## config.mk

```make
export PLATFORM = sky130hd
export DESIGN_NAME = signed_binary_to_decimal_ascii
export DESIGN_NICKNAME = d
export VERILOG_FILES = /design/src/rtl/sbda_pkg.sv /design/src/rtl/signed_binary_to_decimal_ascii.sv
export SDC_FILE = /design/constraint.sdc
export NUM_CORES = 1
export LEC_CHECK = 0
export BUFFER_PORTS_ARGS = -buffer_cell sky130_fd_sc_hd__buf_2
export CORE_ASPECT_RATIO = 1.75
export CORE_MARGIN = 5
export CORE_UTILIZATION = 60
export CTS_BUF_LIST = sky130_fd_sc_hd__clkbuf_16
export DETAILED_ROUTE_END_ITERATION = 8
export GPL_TIMING_DRIVEN = 0
export PLACE_DENSITY = 0.8
export SYNTH_ARGS = -nofsm -noshare
export SYNTH_HDL_FRONTEND = slang
export SYNTH_SLANG_ARGS = --single-unit
```

## constraint.sdc

```tcl
create_clock -name clk -period 3.8 [get_ports clk]
set_input_delay 0.19 -clock clk [delete_from_list [all_inputs] [get_ports clk]]
set_output_delay 0.19 -clock clk [all_outputs]
set_load 0.05 [all_outputs]
```

## src/rtl/sbda_pkg.sv

```systemverilog
// Shared constants and types for the signed binary to decimal ASCII converter.
package sbda_pkg;

  localparam int VALUE_IN_W  = 64;
  localparam int VALUE_WIDTH = 64;
  localparam int DIGIT_W     = 4;
  localparam int DIGITS      = ((VALUE_WIDTH - 1) * 1233) / 4096 + 1;
  localparam int BCD_W       = DIGITS * DIGIT_W;
  localparam int BIT_CNT_W   = $clog2(VALUE_WIDTH + 1);
  localparam int DIG_CNT_W   = $clog2(DIGITS + 1);
  localparam int CHAR_W      = 8;

  localparam logic [CHAR_W-1:0]  CHAR_ZERO   = 8'd48;
  localparam logic [CHAR_W-1:0]  CHAR_MINUS  = 8'd45;
  localparam logic [DIGIT_W-1:0] DIGIT_FIVE  = 4'd5;
  localparam logic [DIGIT_W-1:0] DIGIT_THREE = 4'd3;

  typedef enum logic [2:0] {
    S_IDLE,
    S_CONV,
    S_SKIP,
    S_SIGN,
    S_EMIT
  } state_t;

endpackage

```

## src/rtl/signed_binary_to_decimal_ascii.sv

```systemverilog
// Top level: bit-serial signed binary to decimal ASCII text converter.
//
//   channel | ports                                  | direction
//   --------+----------------------------------------+----------
//   in      | in_valid, in_stall, in_value           | request in
//   out     | out_valid, out_stall, out_character,   | request out
//           | out_last                               |
//
// The shift-add-3 loop takes one input bit per cycle; leading zero digits
// are then dropped one per cycle, and digits leave one per cycle while
// the output is not stalled.
// rst_n is synchronous, active low, and returns the block to idle.
// A stalled character holds in the output register and the sequencer waits.
module signed_binary_to_decimal_ascii
  import sbda_pkg::*;
(
  input  logic                         clk,
  input  logic                         rst_n,
  input  logic                         in_valid,
  output logic                         in_stall,
  input  logic signed [VALUE_IN_W-1:0] in_value,
  output logic                         out_valid,
  input  logic                         out_stall,
  output logic        [CHAR_W-1:0]     out_character,
  output logic                         out_last
);

  state_t                 state_r, state_nxt;
  logic [VALUE_WIDTH-1:0] mag_r;
  logic                   neg_r;
  logic [BCD_W-1:0]       bcd_r;
  logic [BCD_W-1:0]       bcd_adj;
  logic [BIT_CNT_W-1:0]   bit_cnt_r;
  logic [DIG_CNT_W-1:0]   dig_cnt_r;
  logic                   out_valid_r;
  logic [CHAR_W-1:0]      out_char_r;
  logic                   out_last_r;

  logic [VALUE_WIDTH-1:0] raw;
  logic [VALUE_WIDTH-1:0] mag_in;
  logic [DIGIT_W-1:0]     top_digit;
  logic                   last_digit;
  logic                   slot_free;
  logic                   accept;
  logic                   out_load;
  logic [CHAR_W-1:0]      out_char_nxt;
  logic                   out_last_nxt;
  logic                   skip_shift;
  logic                   emit_shift;

  assign raw        = in_value[VALUE_WIDTH-1:0];
  assign mag_in     = raw[VALUE_WIDTH-1] ? (~raw + 1'b1) : raw;
  assign top_digit  = bcd_r[BCD_W-1 -: DIGIT_W];
  assign last_digit = (dig_cnt_r == DIG_CNT_W'(1));
  assign slot_free  = !out_valid_r || !out_stall;
  assign accept     = in_valid && !in_stall;

  always_comb begin
    logic [DIGIT_W-1:0] d;
    d = '0;
    for (int i = 0; i < DIGITS; i++) begin
      d = bcd_r[i*DIGIT_W +: DIGIT_W];
      bcd_adj[i*DIGIT_W +: DIGIT_W] = (d >= DIGIT_FIVE) ? d + DIGIT_THREE : d;
    end
  end

  always_comb begin
    state_nxt = state_r;
    unique case (state_r)
      S_IDLE: if (in_valid) state_nxt = S_CONV;
      S_CONV: if (bit_cnt_r == BIT_CNT_W'(1)) state_nxt = S_SKIP;
      S_SKIP: begin
        if (top_digit != '0 || last_digit) state_nxt = neg_r ? S_SIGN : S_EMIT;
      end
      S_SIGN: if (slot_free) state_nxt = S_EMIT;
      S_EMIT: if (slot_free && last_digit) state_nxt = S_IDLE;
      default: state_nxt = S_IDLE;
    endcase
  end

  always_comb begin
    in_stall     = (state_r != S_IDLE) || !rst_n;
    out_load     = (state_r == S_SIGN || state_r == S_EMIT) && slot_free;
    out_char_nxt = (state_r == S_SIGN) ? CHAR_MINUS
                                       : CHAR_ZERO + CHAR_W'(top_digit);
    out_last_nxt = (state_r == S_EMIT) && last_digit;
    skip_shift   = (state_r == S_SKIP) && top_digit == '0 && !last_digit;
    emit_shift   = (state_r == S_EMIT) && slot_free;
  end

  always_ff @(posedge clk) begin
    if (!rst_n) begin
      state_r     <= S_IDLE;
      out_valid_r <= 1'b0;
      neg_r       <= 1'b0;
      bit_cnt_r   <= '0;
      dig_cnt_r   <= '0;
    end else begin
      state_r     <= state_nxt;
      out_valid_r <= out_load || (out_valid_r && out_stall);
      if (accept) begin
        neg_r     <= raw[VALUE_WIDTH-1];
        bit_cnt_r <= BIT_CNT_W'(VALUE_WIDTH);
        dig_cnt_r <= DIG_CNT_W'(DIGITS);
      end else if (state_r == S_CONV) begin
        bit_cnt_r <= bit_cnt_r - 1'b1;
      end else if (skip_shift || emit_shift) begin
        dig_cnt_r <= dig_cnt_r - 1'b1;
      end
    end
  end

  always_ff @(posedge clk) begin
    if (accept) begin
      mag_r <= mag_in;
      bcd_r <= '0;
    end else if (state_r == S_CONV) begin
      mag_r <= mag_r << 1;
      bcd_r <= {bcd_adj[BCD_W-2:0], mag_r[VALUE_WIDTH-1]};
    end else if (skip_shift || emit_shift) begin
      bcd_r <= bcd_r << DIGIT_W;
    end
    if (out_load) begin
      out_char_r <= out_char_nxt;
      out_last_r <= out_last_nxt;
    end
  end

  assign out_valid     = out_valid_r;
  assign out_character = out_char_r;
  assign out_last      = out_last_r;

  a_accept_starts_conv: assert property (@(posedge clk) disable iff (!rst_n)
    accept |=> state_r == S_CONV)
    else $error("accepted request did not start conversion");

  a_conv_ends_in_skip: assert property (@(posedge clk) disable iff (!rst_n)
    (state_r == S_CONV && bit_cnt_r == BIT_CNT_W'(1)) |=> state_r == S_SKIP)
    else $error("conversion did not end after the last bit");

  a_emit_has_digits: assert property (@(posedge clk) disable iff (!rst_n)
    (state_r == S_EMIT || state_r == S_SIGN) |-> dig_cnt_r != '0)
    else $error("emitting with no digits left");

  a_char_legal: assert property (@(posedge clk) disable iff (!rst_n)
    out_valid_r |-> (out_char_r == CHAR_MINUS ||
                     (out_char_r >= CHAR_ZERO && out_char_r <= CHAR_ZERO + 8'd9)))
    else $error("output character is neither a digit nor a minus sign");

endmodule

```

== After elaboration in Yosys (flattened, before gate mapping) ==
Cells that the tools add are included.

* Word-level logic and storage cells: 134
* Input port bits: 68
* Output and inout port bits: 11
* Register bits after elaboration: 166

* Multiplexer cells: 36
* Add/sub/neg operators: 23
* Order comparisons: 19
* Reduce and logical (&&, ||, !) cells: 30
* Equality and inequality tests: 12
* Bitwise logic cells: 3

{| class="wikitable"
|+ Operators by type and width
! operator !! number
|-
| 64-bit two-way mux || 3
|-
| 76-bit two-way mux || 2
|-
| 4-bit by 3-bit >= comparator with 1-bit output (second input constant) || 19
|-
| 4-bit by 2-bit adder with 4-bit output (second input constant) || 18
|-
| 4-bit two-way mux || 18
|-
| 64-bit by 1-bit adder with 64-bit output (second input constant) || 1
|-
| 64-bit NOT || 1
|-
| 3-bit two-way mux || 7
|-
| 5-bit two-way mux || 3
|-
| 3-bit case mux with 5 select lines || 1
|-
| 7-bit two-way mux || 2
|-
| 2-bit inequality test (second input constant) || 6
|-
| 1-bit logical AND || 8
|-
| 6-bit by 4-bit adder with 7-bit output (first input constant) || 1
|-
| 7-bit by 1-bit == test with 1-bit output (second input constant) || 1
|-
| 7-bit by 1-bit subtractor with 7-bit output (second input constant) || 1
|-
| 3-bit by 2-bit == test with 1-bit output (second input constant) || 2
|-
| 1-bit logical OR || 6
|-
| 2-bit nonzero test || 3
|-
| 5-bit by 1-bit == test with 1-bit output (second input constant) || 1
|-
| 1-bit logical NOT || 5
|-
| 5-bit AND reduction || 1
|-
| 5-bit by 1-bit subtractor with 5-bit output (second input constant) || 1
|-
| 4-bit logical NOT || 1
|-
| other kinds (9) || 11
|}

== Longest topological paths before layout ==
Gate-level depths: netlist of run 1.

* Depth in word-level cells: 7
* Depth in mapped cells: 9
* Depth with buffers taken out: 8

== Worst setup path before layout of run 1 ==
Ideal clock, no wire load.

* Path kind: flip-flop to flip-flop
* Start: reg state_r[1]
* End: reg mag_r[0], enable pin
* Data arrival time: 2.637 ns
* Stages on the path, launching flop included: 7
* Clock period less this slack: 3.325 ns
* Data required time: 3.112 ns
* Setup time: 0.688 ns
* Path slack: 0.475 ns
* Path buffers: 4
* Cell sequence: dfxtp_1 clkbuf_1 or3b_2 clkbuf_1 clkbuf_1 clkbuf_1 nand2_1

* Cells in the longest elaborated chain, start to end: 5
* Elaborated cells between the ends (all ways): 6
* Classes of those cells: eq/ne: 1; reduce/logical: 5

{| class="wikitable"
|+ RTL lines
! element !! line !! source
|-
| start, declared || signed_binary_to_decimal_ascii.sv:28 || <nowiki>state_t state_r, state_nxt;</nowiki>
|-
| start signal, assigned || signed_binary_to_decimal_ascii.sv:99 || <nowiki>state_r <= state_nxt;</nowiki>
|-
| 3-bit nonzero test || signed_binary_to_decimal_ascii.sv:82 || <nowiki>in_stall = (state_r != S_IDLE) || !rst_n;</nowiki>
|-
| 1-bit logical OR || signed_binary_to_decimal_ascii.sv:82 ||
|-
| 1-bit logical NOT || signed_binary_to_decimal_ascii.sv:56 || <nowiki>assign accept = in_valid && !in_stall;</nowiki>
|-
| 1-bit logical AND || signed_binary_to_decimal_ascii.sv:56 ||
|-
| 2-bit nonzero test (no source line) (*) || -- ||
|-
| end signal, assigned || signed_binary_to_decimal_ascii.sv:115 || <nowiki>mag_r <= mag_in;</nowiki>
|-
| end signal, assigned || signed_binary_to_decimal_ascii.sv:118 || <nowiki>mag_r <= mag_r << 1;</nowiki>
|-
| end, declared || signed_binary_to_decimal_ascii.sv:29 || <nowiki>logic [VALUE_WIDTH-1:0] mag_r;</nowiki>
|}

Every way passes the cells marked *; elsewhere a longest branch is shown, timed or not.
A chain may end at the register's enable or synchronous reset.

== Final worst setup path of run 1 ==
* Start: reg state_r[1]
* End: reg mag_r[25], enable pin

Same word-level chain as after synthesis.

==> results.yml, run 1 <==
status:
  status: "complete, no violations"
yosys:
  ys_ff_latch: 163
  async_flop_share_pct: 0
  netlist_top_cells_area: "edfxtp_1 (22%), dfxtp_1 (19%), o21ai_0 (6.8%), xor2_1 (5.8%), ha_1 (5.7%)"
  synth_area_mm2: 0.00973
  synth_top_area_share_pct: 21.6
  synthCells: 1131
  syn_avg_cell_area_um2: 8.60
  yosysTopAreaCell: "edfxtp_1"
  synth_flop_cell: "dfxtp_1"
  synth-compound-area-share_pct: 21.3
  ys_warn_count: 0
  synth-seq-area-share_pct: 40.8
  yosys.area_share.simple_pct: 19.3
  synth_xor_area_share_pct: 7.92
  synth-edff-count: 70
  ys_types: 55
  synth_commonest_cells: "o21ai_0 (133), nand2_1 (131), nor2_1 (98)"
  synth.most_common_cell: "o21ai_0"
  synthAdderAreaFrac_pct: 5.66
  synth_mux_area_share_pct: 0.373
  synth_top_family_by_area: "compound AO/OA/AOI/OAI gates"
setup_path:
  critPathMaxFanout: 37
  critPathTopFamily: "buffers and inverters"
  critPathKind: "flop to flop"
  crit_path_cell_trace: "clkbuf_1 > or3b_2 > clkbuf_1 > clkbuf_1 > clkbuf_1 > nand2_2 > buf_12"
  crit_arrival_ns: 3.52
  reg2reg_slack_ns: 0.45
  critPathBufInv: 5
  end_kind: "flop"
  slowest_stage: "nand2_2"
  startpoint_type: "flop"
  cpMostUsedCell: "clkbuf_1"
  slowest_delay_ns: 0.50
  critical_path_required_ns: 3.97
placed_design:
  portBuffers: 75
  placed_area_mm2: 0.0104
  place_ws_ns: 0.487
  gp_congestion: 0.872
  hpwl_um: 18000
clock_network:
  clkTransAtPathRegs_ns: 0.07
  cts_made_buffers: 17
  cts_setup_buffers: 0
  tritoncts: "built"
  numClockSinks: 163
  cts.path.max_buffers: 2
  cts_resized: 0
  cts-htree-levels: 4
  clk_latency_ns: 0.43
  root_buffer: "clkbuf_16"
  postCtsHoldBufs: 0
timing:
  final.setup_skew_ns: 0.00848
  fmax_mhz: 298
  finalSetupViolCount: 0
  worst_pin_slew_ns: 0.842
  rsz0062_at_grt: "no"
  max_slew_margin_pct: 43.9
  setup_slack_ns: 0.450
  min_period_ns: 3.35
  finalHoldViolCount: 0
  drv_slew: 0
  min_period_over_period_pct: 88.2
power:
  p_int_mw: 3.65
  clock_power_share_pct: 31.4
  peakVddDrop_v: 0.000302
  p_per_area_mw_per_mm2: 498
  power_frac_comb_pct: 25.0
  report.power.total_mw: 5.46
  power_switching_mw: 1.81
  sw_frac_of_total_pct: 33.2
  leakagePower_nw: 3.99
  p_seq_share_pct: 43.6
routing:
  wirelength_um: 23900
  wl_per_cell_um: 16.7
  viasPerCell: 6.11
  drc: 0
  drtPass1Iterations: 7
  initialDrtViolationCount: 438
  vias: 8728
  drtAntennaViolNets: 0
die:
  fp-row-count: 61
  core_region_area_mm2: 0.0160
  num_io_pins: 79
  die_w_um: 106
  fp.dieH_um: 178
  die-area_mm2: 0.0190
  start_util_pct: 61.0
layout:
  drive_above_1_share_pct: 10.2
  finish.utilization_pct: 68.7
  diodes: 0
  design_area_mm2: 0.0110
  nets: 1339
  area_growth_pct: 12.6
global_route:
  grt_pass1_wl_um: 40300
  grt_usage_pct: 26.1
  grt_antenna_before_repair: 0
  grt_pass1_vias: 8797
  grt_max_degree: 38
  overflow: 0
run:
  drv_cap: 0
min_path:
  hold_path.class: "primary input to flop"
==> worst reg2reg max path: stages (launching register included) <==
cell,delay [ns]
dfxtp_1,0.36
clkbuf_1,0.33
or3b_2,0.19
clkbuf_1,0.38
clkbuf_1,0.49
clkbuf_1,0.47
nand2_2,0.50
buf_12,0.36
==> final timing paths <==
check | startpoint | endpoint | cells past startpoint
hold reg to reg | neg_r$_SDFFE_PN0P_ | neg_r$_SDFFE_PN0P_ | 2
setup reg to reg | state_r[1]$_SDFFE_PN0P_ | mag_r[25]$_DFFE_PP_ | 7
hold / removal | in_value[62] | mag_r[62]$_DFFE_PP_ | 3
setup / recovery | state_r[1]$_SDFFE_PN0P_ | mag_r[25]$_DFFE_PP_ | 7
==> stage by stage <==
stage	std cells	hold slack (ns)	setup TNS (ns)
after global placement	1396	0.489	-47.58
after detailed placement	1397	0.488	0
final	1429	0.144	0
after CTS	1429	0.137	0
after floorplan	1132	0.403	0
after global routing	1429	0.151	0
==> final cells by class <==
| cell class | instances | area, um2 |
|---|---|---|
| Tap cell | 189 | 236 |
| Buffer | 68 | 278 |
| Multi-Input combinational cell | 855 | 5320 |
| Sequential cell | 163 | 3960 |
| Timing Repair Buffer | 76 | 395 |
| Clock buffer | 18 | 450 |
| Inverter | 46 | 173 |
| Clock inverter | 14 | 138 |
| Fill cell | 1337 | 5000 |
==> flip-flops by register name (all words and copies together), names as in the netlist <==
name / cells
bcd_r: 76
bit_cnt_r: 7
mag_r: 64
dig_cnt_r: 5
out_last: 1
out_character: 5
neg_r: 1
state_r: 3
out_valid: 1
==> layout by cell type (no fill, tap or decap), types with 19 or more instances in the layout <==
cell	instances
o21ai_0	133
ha_1	44
nor2_1	98
nand2_1	130
xnor2_1	24
a22oi_1	19
nor3_1	36
buf_2	75
nand2b_1	25
clkbuf_1	60
nor3b_1	24
inv_1	48
a221oi_1	35
a21oi_1	82
dfxtp_1	93
edfxtp_1	70
o31ai_1	20
xor2_1	64
==> kinds of logic (layout without fill, tap and decap cells) <==
family | after synthesis | after routing
other cells | 2 | 3
mux | 3 | 3
xor+xnor | 88 | 88
simple gates | 381 | 381
buf+inv | 114 | 222
flops | 163 | 163
compound gates | 336 | 336
fa+ha+maj | 44 | 44
==> power by group through the flow <==
stage / Clock, mW / Sequential [mW] / Combinational [mW]
floorplan: 0 / 2.39 / 0.930
global placement: 0 / 2.42 / 1.30
detailed placement: 0 / 2.41 / 1.35
CTS: 1.73 / 2.38 / 1.36
global route: 1.81 / 2.41 / 1.54
finish: 1.72 / 2.38 / 1.36
==> per-layer routing <==
| metal | routed length, um | up-vias | global-route usage, % |
|---|---|---|---|
| met3 | 1030 | 63 | 3.91 |
| met1 | 8670 | 4144 | 26.4 |
| li1 | - | 4276 | - |
| met2 | 13400 | 245 | 51.0 |
| met5 | 0 | - | 0 |
| met4 | 835 | 0 | 12.6 |
(Power assumes the default switching activity.)
==> run 2, diff against run 1 <==
- GPL_TIMING_DRIVEN: 0 -> unset
- PLACE_DENSITY: 0.8 -> 0.78
==> results.yml, run 2 (synthesis gave the netlist of run 1 again) <==
layout:
  layout_common_cells: "o21ai_0 (133), nand2_1 (129), nor2_1 (97)"
  largest_reg_flops: 76
  area_growth_pct: 10.8
  diodes: 0
  finish.utilization_pct: 67.6
  final_common_cell: "o21ai_0"
  num-fill-cells: 1354
  reg.largest.list: "bcd_r: 76 flops, mag_r: 64 flops, bit_cnt_r: 7 flops"
  drive_above_1_share_pct: 11.6
  nets: 1282
  seq_area_mm2: 0.00396
  top_register: "bcd_r"
  multiInputGateArea_mm2: 0.00535
die:
  core_region_area_mm2: 0.0160
  die-area_mm2: 0.0190
  die_w_um: 106
  num_io_pins: 79
  start_util_pct: 61.0
  fp.dieH_um: 178
  fp-row-count: 61
status:
  status: "complete, no violations"
power:
  power_switching_mw: 1.70
  p_int_mw: 3.57
  clock_power_share_pct: 30.2
  p_per_area_mw_per_mm2: 489
  sw_frac_of_total_pct: 32.3
  peakVddDrop_v: 0.000308
  report.power.total_mw: 5.27
  p_seq_share_pct: 45.4
  power_frac_comb_pct: 24.4
  leakagePower_nw: 3.95
setup_path:
  startpoint_type: "flop"
  end_kind: "flop"
  slowest_stage: "nor4b_1"
  critPathMaxFanout: 41
  crit_arrival_ns: 2.87
  slowest_delay_ns: 0.69
  r2r-start: "state_r[0]$_SDFFE_PN0P_"
  critPathKind: "flop to flop"
  cp-startpoint: "state_r[0]$_SDFFE_PN0P_"
  crit_path_cell_trace: "nor4b_1 > nand2_4 > nand2_2 > buf_4"
  critical_path_required_ns: 3.93
placed_design:
  gp_congestion: 0.801
  place_ws_ns: 1.04
  hpwl_um: 14500
  portBuffers: 75
clock_network:
  cts_made_buffers: 17
  clk_latency_ns: 0.42
  numClockSinks: 163
  cts.path.max_buffers: 2
  tritoncts: "built"
  cts_resized: 0
  postCtsHoldBufs: 0
  cts_setup_buffers: 0
  root_buffer: "clkbuf_16"
  cts-htree-levels: 4
  clkTransAtPathRegs_ns: 0.06
routing:
  wirelength_um: 21000
  initialDrtViolationCount: 406
  drtPass1Iterations: 5
  vias: 8263
  wl_per_cell_um: 15.3
  viasPerCell: 6.02
  drtAntennaViolNets: 0
  drc: 0
min_path:
  hold_start: "rst_n"
  hold_path.class: "primary input to flop"
timing:
  setup_slack_ns: 1.06
  final.setup_skew_ns: 0.00793
  fmax_mhz: 365
  min_period_over_period_pct: 72.1
  holdWs_ns: 0.0866
  max_slew_margin_pct: 52.5
  tns_ns: 0
  min_period_ns: 2.74
  finalHoldViolCount: 0
  drv_slew: 0
  finalSetupViolCount: 0
  rsz0062_at_grt: "no"
  worst_pin_slew_ns: 0.703
global_route:
  grt_usage_pct: 22.8
  overflow: 0
  grt_max_degree: 82
  grt_antenna_before_repair: 0
  grt_pass1_wl_um: 36000
  grt_pass1_vias: 8001
run:
  drv_cap: 0
-- run 2: worst max-delay path: cells and delay by family (launching register included) --
family        cells  cell delay (ns)
buf+inv           1             0.31
flops             1             0.44
simple gates      3             1.67
-- run 2: power by group through the flow --
| stage | clock (mW) | sequential [mW] | combinational (mW) |
|---|---|---|---|
| after floorplan | 0 | 2.39 | 0.930 |
| after detailed placement | 0 | 2.43 | 1.28 |
| after global placement | 0 | 2.42 | 1.26 |
| final | 1.59 | 2.39 | 1.29 |
| after global routing | 1.70 | 2.43 | 1.45 |
| after CTS | 1.62 | 2.39 | 1.29 |
-- run 2: metrics by stage --
step                cell area [um2]  instances
global route                  10800       1372
floorplan                      9730       1132
CTS                           10800       1372
global placement              10200       1340
finish                        10800       1372
detailed placement            10200       1340
-- run 2: path summary, 6_finish.rpt --
kind                             endpoint  slack [ns]  cells past startpoint
hold reg to reg        neg_r$_SDFFE_PN0P_        0.50                      2
setup reg to reg      mag_r[32]$_DFFE_PP_        1.06                      4
setup / recovery      mag_r[32]$_DFFE_PP_        1.06                      4
hold / removal    state_r[0]$_SDFFE_PN0P_        0.09                      2
-- run 2: per-layer routing --
layer  GRT usage [%]  vias to the layer above  part of all wire (%)
met2            43.0                      152                    55
met3            4.35                       33                   3.4
met1            25.2                     3920                    40
met4            7.73                        0                   1.8
met5               0                        -                     0
li1                -                     4158                     -
-- run 2: layout make-up --
cell class / instances / share of cell area [%]
clock buffers: 18 / 4.18
clock inverters: 14 / 0.917
inverters: 46 / 1.60
multi-input cells: 855 / 49.7
flip-flops and latches: 163 / 36.8
well taps: 189 / 2.19
repair buffers: 87 / 4.67
